`config.mk`:
```
export PLATFORM = sky130hd
export DESIGN_NAME = sprite_move_box_collision
export DESIGN_NICKNAME = d
export VERILOG_FILES = /design/src/rtl/sprmv_pkg.sv /design/src/rtl/sprite_move_box_collision.sv /design/src/rtl/sprmv_cfg.sv /design/src/rtl/sprmv_hit.sv /design/src/rtl/sprmv_step.sv
export SDC_FILE = /design/constraint.sdc
export NUM_CORES = 1
export LEC_CHECK = 0
export BUFFER_PORTS_ARGS = -buffer_cell sky130_fd_sc_hd__buf_2
export CAP_MARGIN = 15
export CORE_MARGIN = 2
export CORE_UTILIZATION = 65
export CTS_CLUSTER_DIAMETER = 40
export DETAILED_ROUTE_END_ITERATION = 7
export PLACE_DENSITY = 0.83
export SYNTH_ARGS = -nofsm -noshare
export SYNTH_HDL_FRONTEND = slang
export SYNTH_HIERARCHICAL = 1
export SYNTH_SLANG_ARGS = --single-unit
```
`constraint.sdc`:
```
create_clock -name clk_i -period 10.4 [get_ports clk_i]
set_input_delay 1.04 -clock clk_i [delete_from_list [all_inputs] [get_ports clk_i]]
set_output_delay 1.04 -clock clk_i [all_outputs]
set_load 0.1 [all_outputs]
```
`src/rtl/sprmv_pkg.sv`:
```
// Shared types, codes and shape tables for the sprite mover.
// No dependencies; every other rtl file imports this package.
package sprmv_pkg;

  // Coordinate widths: registers are 12 bits, working coordinates are signed
  localparam int COORD_W = 12;
  localparam int SW      = 15;
  localparam int VEL_W   = 5;
  localparam int VEL_MAX = 15;

  // Outline of the sprite: widths, heights and top offsets of each row box
  localparam int SHAPE_ROWS = 11;
  localparam int SHAPE_W   [SHAPE_ROWS] = '{6, 10, 14, 16, 18, 20, 18, 16, 14, 10, 6};
  localparam int SHAPE_H   [SHAPE_ROWS] = '{1, 1, 1, 2, 2, 6, 2, 2, 1, 1, 1};
  localparam int SHAPE_TOP [SHAPE_ROWS] = '{0, 1, 2, 3, 5, 7, 13, 15, 17, 18, 19};

  // Reset values of the configuration registers
  localparam logic [COORD_W-1:0] RST_OTHER_X  = 12'd20;
  localparam logic [COORD_W-1:0] RST_OTHER_Y  = 12'd20;
  localparam logic [COORD_W-1:0] RST_SCREEN_W = 12'd640;
  localparam logic [COORD_W-1:0] RST_SCREEN_H = 12'd480;

  typedef enum logic [1:0] {
    MODE_PRESS   = 2'd0,
    MODE_RELEASE = 2'd1,
    MODE_TICK    = 2'd2,
    MODE_NONE    = 2'd3
  } mode_e;

  typedef enum logic [2:0] {
    DIR_UP    = 3'd0,
    DIR_DOWN  = 3'd1,
    DIR_LEFT  = 3'd2,
    DIR_RIGHT = 3'd3
  } dir_e;

  typedef enum logic [1:0] {
    CFG_OTHER_X  = 2'd0,
    CFG_OTHER_Y  = 2'd1,
    CFG_SCREEN_W = 2'd2,
    CFG_SCREEN_H = 2'd3
  } cfg_idx_e;

  typedef struct packed {
    logic [COORD_W-1:0] other_x;
    logic [COORD_W-1:0] other_y;
    logic [COORD_W-1:0] screen_w;
    logic [COORD_W-1:0] screen_h;
  } cfg_t;

  typedef struct packed {
    logic        [COORD_W-1:0] x;
    logic        [COORD_W-1:0] y;
    logic signed [VEL_W-1:0]   vx;
    logic signed [VEL_W-1:0]   vy;
  } state_t;

  typedef struct packed {
    logic [COORD_W-1:0] pos_x;
    logic [COORD_W-1:0] pos_y;
    logic               blocked_x;
    logic               blocked_y;
  } result_t;

  // Step a velocity by one towards plus or minus, saturating at the limit
  function automatic logic signed [VEL_W-1:0] vel_step(input logic signed [VEL_W-1:0] v,
                                                       input logic up);
    logic signed [VEL_W-1:0] r;
    r = v;
    if (up && (v != VEL_W'(VEL_MAX))) begin
      r = v + VEL_W'(1);
    end else if (!up && (v != -VEL_W'(VEL_MAX))) begin
      r = v - VEL_W'(1);
    end
    return r;
  endfunction

endpackage

```
`src/rtl/sprite_move_box_collision.sv`:
```
// Sprite mover with box-set collision against a fixed obstacle sprite.
// Depends on sprmv_pkg, sprmv_cfg, sprmv_step (and through it sprmv_hit).
//
// Usage:
//   Input channel (in_valid_i / in_stall_o) carries one request: mode_i and
//   direction_i. Key press and release change the x or y velocity by one,
//   saturating at plus or minus 15; a frame tick moves x, then y, reverting
//   an axis that would leave the screen or overlap the obstacle outline.
//   Output channel (out_valid_o / out_stall_i) returns one result per
//   request: position after the request and the two blocked flags.
//   Configuration channel (cfg_valid_i / cfg_ready_o) writes obstacle
//   position and screen size by index; write it only while the block is idle.
// Timing:
//   A request accepted into the input register is processed in one pass
//   through the box-pair compare grid, and its result is then captured in
//   the result register; one request per cycle is sustained while
//   out_stall_i is low. The box-pair compare grid in that pass sets the cycle.
// Reset:
//   Position and velocities clear to zero, the registers take their defaults
//   and both channels come up empty. While out_stall_i is high the result
//   holds; one more request may wait in the input register, then
//   in_stall_o rises.
module sprite_move_box_collision #(
  parameter int NUM_BOXES   = 11,
  parameter int SPRITE_SIZE = 20
) (
  input  logic                           clk_i,
  input  logic                           rst_ni,
  input  logic                           in_valid_i,
  output logic                           in_stall_o,
  input  logic [1:0]                     mode_i,
  input  logic [2:0]                     direction_i,
  output logic                           out_valid_o,
  input  logic                           out_stall_i,
  output logic [sprmv_pkg::COORD_W-1:0]  pos_x_o,
  output logic [sprmv_pkg::COORD_W-1:0]  pos_y_o,
  output logic                           blocked_x_o,
  output logic                           blocked_y_o,
  input  logic                           cfg_valid_i,
  output logic                           cfg_ready_o,
  input  logic [1:0]                     cfg_index_i,
  input  logic [sprmv_pkg::COORD_W-1:0]  cfg_data_i
);
  import sprmv_pkg::*;

  cfg_t       cfg;
  state_t     state_q, state_d;
  result_t    res_q, res_d;
  logic       in_valid_q, out_valid_q;
  logic [1:0] mode_q;
  logic [2:0] dir_q;
  logic       out_free, advance, in_take;

  // Configuration registers
  sprmv_cfg u_cfg (
    .clk_i      (clk_i),
    .rst_ni     (rst_ni),
    .cfg_valid_i(cfg_valid_i),
    .cfg_ready_o(cfg_ready_o),
    .cfg_index_i(cfg_index_i),
    .cfg_data_i (cfg_data_i),
    .cfg_o      (cfg)
  );

  // Handshake: advance the held request when the result register is free
  assign out_free   = !out_valid_q || !out_stall_i;
  assign advance    = in_valid_q && out_free;
  assign in_take    = in_valid_i && !in_stall_o;
  assign in_stall_o = in_valid_q && !out_free;

  // Input register
  always_ff @(posedge clk_i or negedge rst_ni) begin
    if (!rst_ni) begin
      in_valid_q <= 1'b0;
    end else if (!in_valid_q || out_free) begin
      in_valid_q <= in_valid_i;
    end
  end

  always_ff @(posedge clk_i) begin
    if (in_take) begin
      mode_q <= mode_i;
      dir_q  <= direction_i;
    end
  end

  // Single pass over the held request
  sprmv_step #(.NUM_BOXES(NUM_BOXES), .SPRITE_SIZE(SPRITE_SIZE)) u_step (
    .mode_i     (mode_q),
    .direction_i(dir_q),
    .state_i    (state_q),
    .cfg_i      (cfg),
    .state_o    (state_d),
    .result_o   (res_d)
  );

  // Sprite state: commit when the request moves into the result register
  always_ff @(posedge clk_i or negedge rst_ni) begin
    if (!rst_ni) begin
      state_q <= '0;
    end else if (advance) begin
      state_q <= state_d;
    end
  end

  // Result register
  always_ff @(posedge clk_i or negedge rst_ni) begin
    if (!rst_ni) begin
      out_valid_q <= 1'b0;
    end else if (out_free) begin
      out_valid_q <= in_valid_q;
    end
  end

  always_ff @(posedge clk_i) begin
    if (advance) begin
      res_q <= res_d;
    end
  end

  assign out_valid_o = out_valid_q;
  assign pos_x_o     = res_q.pos_x;
  assign pos_y_o     = res_q.pos_y;
  assign blocked_x_o = res_q.blocked_x;
  assign blocked_y_o = res_q.blocked_y;

  // Non-tick requests leave the position alone and report no blocking
  a_key_no_move: assert property (@(posedge clk_i) disable iff (!rst_ni)
    advance && (mode_e'(mode_q) != MODE_TICK) |=>
      $stable(state_q.x) && $stable(state_q.y) && !res_q.blocked_x && !res_q.blocked_y)
    else $error("non-tick request moved the sprite or flagged blocking");

  // Velocities never leave the saturation range
  a_vel_range: assert property (@(posedge clk_i) disable iff (!rst_ni)
    (state_q.vx != -VEL_W'(16)) && (state_q.vy != -VEL_W'(16)))
    else $error("velocity outside saturation range");

  // A tick never changes the velocities
  a_tick_keeps_vel: assert property (@(posedge clk_i) disable iff (!rst_ni)
    advance && (mode_e'(mode_q) == MODE_TICK) |=> $stable(state_q.vx) && $stable(state_q.vy))
    else $error("tick changed a velocity");

  // An accepted horizontal move keeps the sprite on screen
  a_x_on_screen: assert property (@(posedge clk_i) disable iff (!rst_ni)
    advance && (mode_e'(mode_q) == MODE_TICK) && !res_d.blocked_x |=>
      (({3'b000, state_q.x} + 15'(SPRITE_SIZE)) <= {3'b000, cfg.screen_w}))
    else $error("unblocked horizontal move left the screen");

  // The result reports the committed position
  a_result_matches: assert property (@(posedge clk_i) disable iff (!rst_ni)
    advance |=> (res_q.pos_x == state_q.x) && (res_q.pos_y == state_q.y))
    else $error("result position differs from sprite state");

endmodule

```
`src/rtl/sprmv_cfg.sv`:
```
// Configuration register file: obstacle position and screen limits.
// Depends on sprmv_pkg.
module sprmv_cfg (
  input  logic                           clk_i,
  input  logic                           rst_ni,
  input  logic                           cfg_valid_i,
  output logic                           cfg_ready_o,
  input  logic [1:0]                     cfg_index_i,
  input  logic [sprmv_pkg::COORD_W-1:0]  cfg_data_i,
  output sprmv_pkg::cfg_t                cfg_o
);
  import sprmv_pkg::*;

  cfg_t cfg_q, cfg_d;

  // Always ready: a write lands in its register in the next cycle
  assign cfg_ready_o = 1'b1;

  // Decode the register index
  always_comb begin
    cfg_d = cfg_q;
    if (cfg_valid_i) begin
      case (cfg_idx_e'(cfg_index_i))
        CFG_OTHER_X:  cfg_d.other_x  = cfg_data_i;
        CFG_OTHER_Y:  cfg_d.other_y  = cfg_data_i;
        CFG_SCREEN_W: cfg_d.screen_w = cfg_data_i;
        CFG_SCREEN_H: cfg_d.screen_h = cfg_data_i;
        default:      cfg_d = cfg_q;
      endcase
    end
  end

  always_ff @(posedge clk_i or negedge rst_ni) begin
    if (!rst_ni) begin
      cfg_q.other_x  <= RST_OTHER_X;
      cfg_q.other_y  <= RST_OTHER_Y;
      cfg_q.screen_w <= RST_SCREEN_W;
      cfg_q.screen_h <= RST_SCREEN_H;
    end else begin
      cfg_q <= cfg_d;
    end
  end

  assign cfg_o = cfg_q;

endmodule

```
`src/rtl/sprmv_hit.sv`:
```
// Box-set overlap test between the moving sprite and the obstacle sprite.
// Depends on sprmv_pkg (shape tables, coordinate widths).
module sprmv_hit #(
  parameter int NUM_BOXES   = 11,
  parameter int SPRITE_SIZE = 20
) (
  input  logic signed [sprmv_pkg::SW-1:0]      ax_i,
  input  logic signed [sprmv_pkg::SW-1:0]      ay_i,
  input  logic        [sprmv_pkg::COORD_W-1:0] bx_i,
  input  logic        [sprmv_pkg::COORD_W-1:0] by_i,
  output logic                                 hit_o
);
  import sprmv_pkg::*;

  localparam int NB = (NUM_BOXES < SHAPE_ROWS) ? NUM_BOXES : SHAPE_ROWS;

  logic signed [SW-1:0] dx, dy;
  logic [NB*NB-1:0]     pair_hit;

  // Relative offset of the two sprites; every box test is a compare on it
  assign dx = ax_i - $signed({{(SW-COORD_W){1'b0}}, bx_i});
  assign dy = ay_i - $signed({{(SW-COORD_W){1'b0}}, by_i});

  // Box i of the sprite against box j of the obstacle: open-interval overlap
  for (genvar i = 0; i < NB; i++) begin : g_a
    for (genvar j = 0; j < NB; j++) begin : g_b
      localparam int OFF_I = (SPRITE_SIZE - SHAPE_W[i]) / 2;
      localparam int OFF_J = (SPRITE_SIZE - SHAPE_W[j]) / 2;
      localparam int X_HI  = OFF_J + SHAPE_W[j] - OFF_I;
      localparam int X_LO  = OFF_J - OFF_I - SHAPE_W[i];
      localparam int Y_HI  = SHAPE_TOP[j] + SHAPE_H[j] - SHAPE_TOP[i];
      localparam int Y_LO  = SHAPE_TOP[j] - SHAPE_TOP[i] - SHAPE_H[i];
      assign pair_hit[i*NB+j] = (dx < SW'(X_HI)) && (dx > SW'(X_LO)) &&
                                (dy < SW'(Y_HI)) && (dy > SW'(Y_LO));
    end
  end

  assign hit_o = |pair_hit;

endmodule

```
`src/rtl/sprmv_step.sv`:
```
// Next-state logic for one request: velocity keys and the two-axis move.
// Depends on sprmv_pkg and sprmv_hit.
module sprmv_step #(
  parameter int NUM_BOXES   = 11,
  parameter int SPRITE_SIZE = 20
) (
  input  logic [1:0]          mode_i,
  input  logic [2:0]          direction_i,
  input  sprmv_pkg::state_t   state_i,
  input  sprmv_pkg::cfg_t     cfg_i,
  output sprmv_pkg::state_t   state_o,
  output sprmv_pkg::result_t  result_o
);
  import sprmv_pkg::*;

  logic signed [SW-1:0] cur_x, cur_y, nx, ny;
  logic signed [SW-1:0] lim_w, lim_h;
  logic                 fit_x, fit_y;
  logic                 hit_x, hit_y_old, hit_y_new, hit_y;
  logic                 blk_x, blk_y;
  logic                 is_key, vel_up;
  logic [COORD_W-1:0]   x_moved, y_moved;

  assign cur_x = $signed({{(SW-COORD_W){1'b0}}, state_i.x});
  assign cur_y = $signed({{(SW-COORD_W){1'b0}}, state_i.y});
  assign lim_w = $signed({{(SW-COORD_W){1'b0}}, cfg_i.screen_w});
  assign lim_h = $signed({{(SW-COORD_W){1'b0}}, cfg_i.screen_h});

  // Candidate positions
  assign nx = cur_x + SW'(state_i.vx);
  assign ny = cur_y + SW'(state_i.vy);

  // Screen limits
  assign fit_x = (nx >= 0) && ((nx + SW'(SPRITE_SIZE)) <= lim_w);
  assign fit_y = (ny >= 0) && ((ny + SW'(SPRITE_SIZE)) <= lim_h);

  // Horizontal move tested at the old row
  sprmv_hit #(.NUM_BOXES(NUM_BOXES), .SPRITE_SIZE(SPRITE_SIZE)) u_hit_x (
    .ax_i (nx),
    .ay_i (cur_y),
    .bx_i (cfg_i.other_x),
    .by_i (cfg_i.other_y),
    .hit_o(hit_x)
  );

  // Vertical move tested at both possible columns, picked once x settles
  sprmv_hit #(.NUM_BOXES(NUM_BOXES), .SPRITE_SIZE(SPRITE_SIZE)) u_hit_y_old (
    .ax_i (cur_x),
    .ay_i (ny),
    .bx_i (cfg_i.other_x),
    .by_i (cfg_i.other_y),
    .hit_o(hit_y_old)
  );

  sprmv_hit #(.NUM_BOXES(NUM_BOXES), .SPRITE_SIZE(SPRITE_SIZE)) u_hit_y_new (
    .ax_i (nx),
    .ay_i (ny),
    .bx_i (cfg_i.other_x),
    .by_i (cfg_i.other_y),
    .hit_o(hit_y_new)
  );

  assign blk_x   = !fit_x || hit_x;
  assign hit_y   = blk_x ? hit_y_old : hit_y_new;
  assign blk_y   = !fit_y || hit_y;
  assign x_moved = blk_x ? state_i.x : nx[COORD_W-1:0];
  assign y_moved = blk_y ? state_i.y : ny[COORD_W-1:0];

  // Key direction: down and right raise, a release inverts
  assign is_key = (mode_e'(mode_i) == MODE_PRESS) || (mode_e'(mode_i) == MODE_RELEASE);
  assign vel_up = ((dir_e'(direction_i) == DIR_DOWN) || (dir_e'(direction_i) == DIR_RIGHT))
                  ^ (mode_e'(mode_i) == MODE_RELEASE);

  // Apply the request
  always_comb begin
    state_o            = state_i;
    result_o.blocked_x = 1'b0;
    result_o.blocked_y = 1'b0;
    if (is_key) begin
      case (dir_e'(direction_i))
        DIR_UP, DIR_DOWN:    state_o.vy = vel_step(state_i.vy, vel_up);
        DIR_LEFT, DIR_RIGHT: state_o.vx = vel_step(state_i.vx, vel_up);
        default:             state_o = state_i;
      endcase
    end else if (mode_e'(mode_i) == MODE_TICK) begin
      state_o.x          = x_moved;
      state_o.y          = y_moved;
      result_o.blocked_x = blk_x;
      result_o.blocked_y = blk_y;
    end
    result_o.pos_x = state_o.x;
    result_o.pos_y = state_o.y;
  end

endmodule

```
==> flow_summary.toml <==
[status]
status = "complete, no violations"

[timing]
slew_viol_final = 0
rsz0062_at_grt = "no"
hold_viol_final = 0
setup_viol = 0
relSlewSlack = 0.1912
layout_min_cycle_time_ns = 8.300
tightestPinTransition_ns = 1.207
period_share = 0.7980
clock_skew_ns = 0.01045
fin_setup_tns_ns = 0
max_freq_mhz = 120.5

[global_routing]
antenna_found_initial = 2
gr-total-overflow = 0
grt.total_usage = 0.3707
grt_max_degree = 67
grt_pass1_wl_mm = 78.78
first_global_vias = 15716

[synthesis]
synth_top_flop_cell = "dfrtp_1"
synth.area.top_cells = "dfrtp_1 12%, ha_1 10%, mux2_2 6.8%, edfxtp_1 5.8%, a21oi_1 4.6%"
netlist_area_mm2 = 0.01604
yosys.area.top_type_share = 0.1155
ys_seq_area_frac = 0.1899
synth_common_cells = "182 x nor2_1, 148 x a21oi_1, 142 x inv_1"
synth_top_cell_by_area = "dfrtp_1"
synth_area_per_cell_um2 = 7.946
synth_edf_count = 31
synth.distinct_cells = 96
yosysWarnings = 6
ys_ff_latch = 115
async_flop_share = 0.7304
yosysMostFrequentCell = "nor2_1"
syn_inst = 2018

[cells_and_area]
syn_to_final_growth_pct = 6.992
n_fill_cell = 1846
layout-drive-gt1-share = 0.1458
final_util = 0.7075
nets = 2215
final_cell_area_mm2 = 0.01716
final_cells = 2390

[clocking]
clk_latency_ns = 0.42
cts_max_path_buffers = 2
hold_buffers = 0
clock-sinks = 115
postCtsSetupBuffers = 0
cts_max_level = 4
cts_buffers = 17
cts_tree = "built"
cts_resized = 0
root_buffer = "clkbuf_16"
clkSlewWorstSetupHoldPaths_ns = 0.05

[setup_path]
cp.required_ns = 10.70
worstPathArrival_ns = 8.60
worstSetupStartpointType = "flop"
end_kind = "flop"
critPathKind = "reg -> reg"
ff2ff_setup_slack_ns = 2.10
crit_fanout = 15

[detailed_routing]
m1WireLength_mm = 19.58
post_drt_via_cell_ratio = 7.065
drtIter0Drc = 2127
wire_per_inst_um = 20.80
drc_errors = 0
route.met2.wl_mm = 22.66
highest_layer = "met5"
wl_mm = 49.71
vias = 16885
dr.pass1.iters = 6
drtAntennaViolNets = 0
wl_met3_mm = 5.239

[placement]
dp_hpwl_mm = 34.99
place.port_buffers = 51
dp_cells = 2351
gp_congestion = 0.9662
place_area_mm2 = 0.01650

[die]
core_area_mm2 = 0.02425
top_level_ports = 53
dieArea_mm2 = 0.02594
die_h_um = 161.1
dieWidth_um = 161.1
initial_core_util = 0.6613
row_count = 57

[min_path]
hold_path.class = "in -> async"

[flow_run]
cap_violations = 0
[state kept, by name (all words and copies together), names as in the netlist]
signal	cells
u_cfg/cfg_o	48
state_q	34
pos_x_o	12
pos_y_o	12
dir_q	3
mode_q	2
blocked_x_o	1
blocked_y_o	1
in_valid_q	1
out_valid_o	1
[cell usage in the layout (no fill, tap or decap), types with 15 or more instances in the layout]
cell type,instances
o211ai_1,33
buf_2,50
inv_1,142
dfrtp_1,74
nor3_1,66
nand2_1,126
a21oi_1,148
conb_1,29
nand4_1,29
a21o_1,34
o211a_1,15
and3_1,22
nor2_1,182
a31oi_1,23
nand2b_1,40
buf_4,38
mux2_2,97
nor2b_1,21
nand3_1,66
clkbuf_16,17
xnor2_1,62
a211oi_1,19
o21ai_0,110
o22ai_1,22
o32ai_1,24
and2_1,15
o21a_1,16
ha_1,132
edfxtp_1,31
o31a_1,15
xor2_1,32
[final cells by class]
type                            count  area (um2)  share of cell area
Multi-Input combinational cell   1683       12000              0.6996
Sequential cell                   115        3045              0.1775
Inverter                          146       548.0             0.03194
Timing Repair Buffer               88       535.5             0.03121
Clock buffer                       23       488.0             0.02844
Tap cell                          324       405.4             0.02363
Clock inverter                      9       126.4            0.007366
Antenna cell                        2       5.005           0.0002917
[through the flow]
stage               worst slack, ns  hold slack, ns
detailed placement            2.465          0.4961
CTS                           2.341          0.4906
global placement              2.588          0.4772
finish                        2.100          0.4932
global route                  1.838          0.5042
floorplan                     3.867          0.4516
[logic make-up after synthesis]
| family | share of synthesized area |
|---|---|
| AOI/OAI and AO/OA | 0.2693 |
| xor gates and xnor gates | 0.05189 |
| adders and majority gates | 0.1130 |
| buffers and inverters | 0.06835 |
| DFF | 0.1899 |
| muxes | 0.08739 |
| other | 0.0004683 |
| and+or+nand+nor | 0.2197 |
[routing by layer]
metal | global-route usage | vias to the layer above
met4 | 0.1717 | 2
met1 | 0.4742 | 7933
li1 | - | 7603
met5 | 0 | -
met2 | 0.6130 | 1120
met3 | 0.06394 | 227
[final timing paths]
check	cells past startpoint	from	to
worst min-delay path	1	rst_ni	state_q[29]
min in group clk_i	1	u_cfg/cfg_o[22]	u_cfg/cfg_o[22]
worst min register to register	1	u_cfg/cfg_o[22]	u_cfg/cfg_o[22]
worst max register to register	20	state_q[9]	state_q[31]
max in group asynchronous	2	rst_ni	state_q[4]
worst max-delay path	20	state_q[9]	state_q[31]
[critical path, stage by stage, from the launching register on]
cell and delay, ns:
dfrtp_1 0.68, ha_1 0.38, a21oi_1 0.26, o21ai_2 0.14, xor2_1 0.67, ha_1 0.46
and3_1 0.23, a221oi_1 0.44, mux2i_1 0.30, and2_1 0.16, nand4b_1 0.11, nor4_2 0.84
a41oi_1 0.21, o21ai_0 0.21, a21oi_1 0.09, a2111oi_0 0.43, nand4_1 0.31, or3_1 0.53
nor3_2 0.98, mux2_2 0.45, mux2_2 0.28
Power is left out: the tool's default activity adds up to more than one toggle a clock period on the data nets, which glitch-free logic cannot reach.
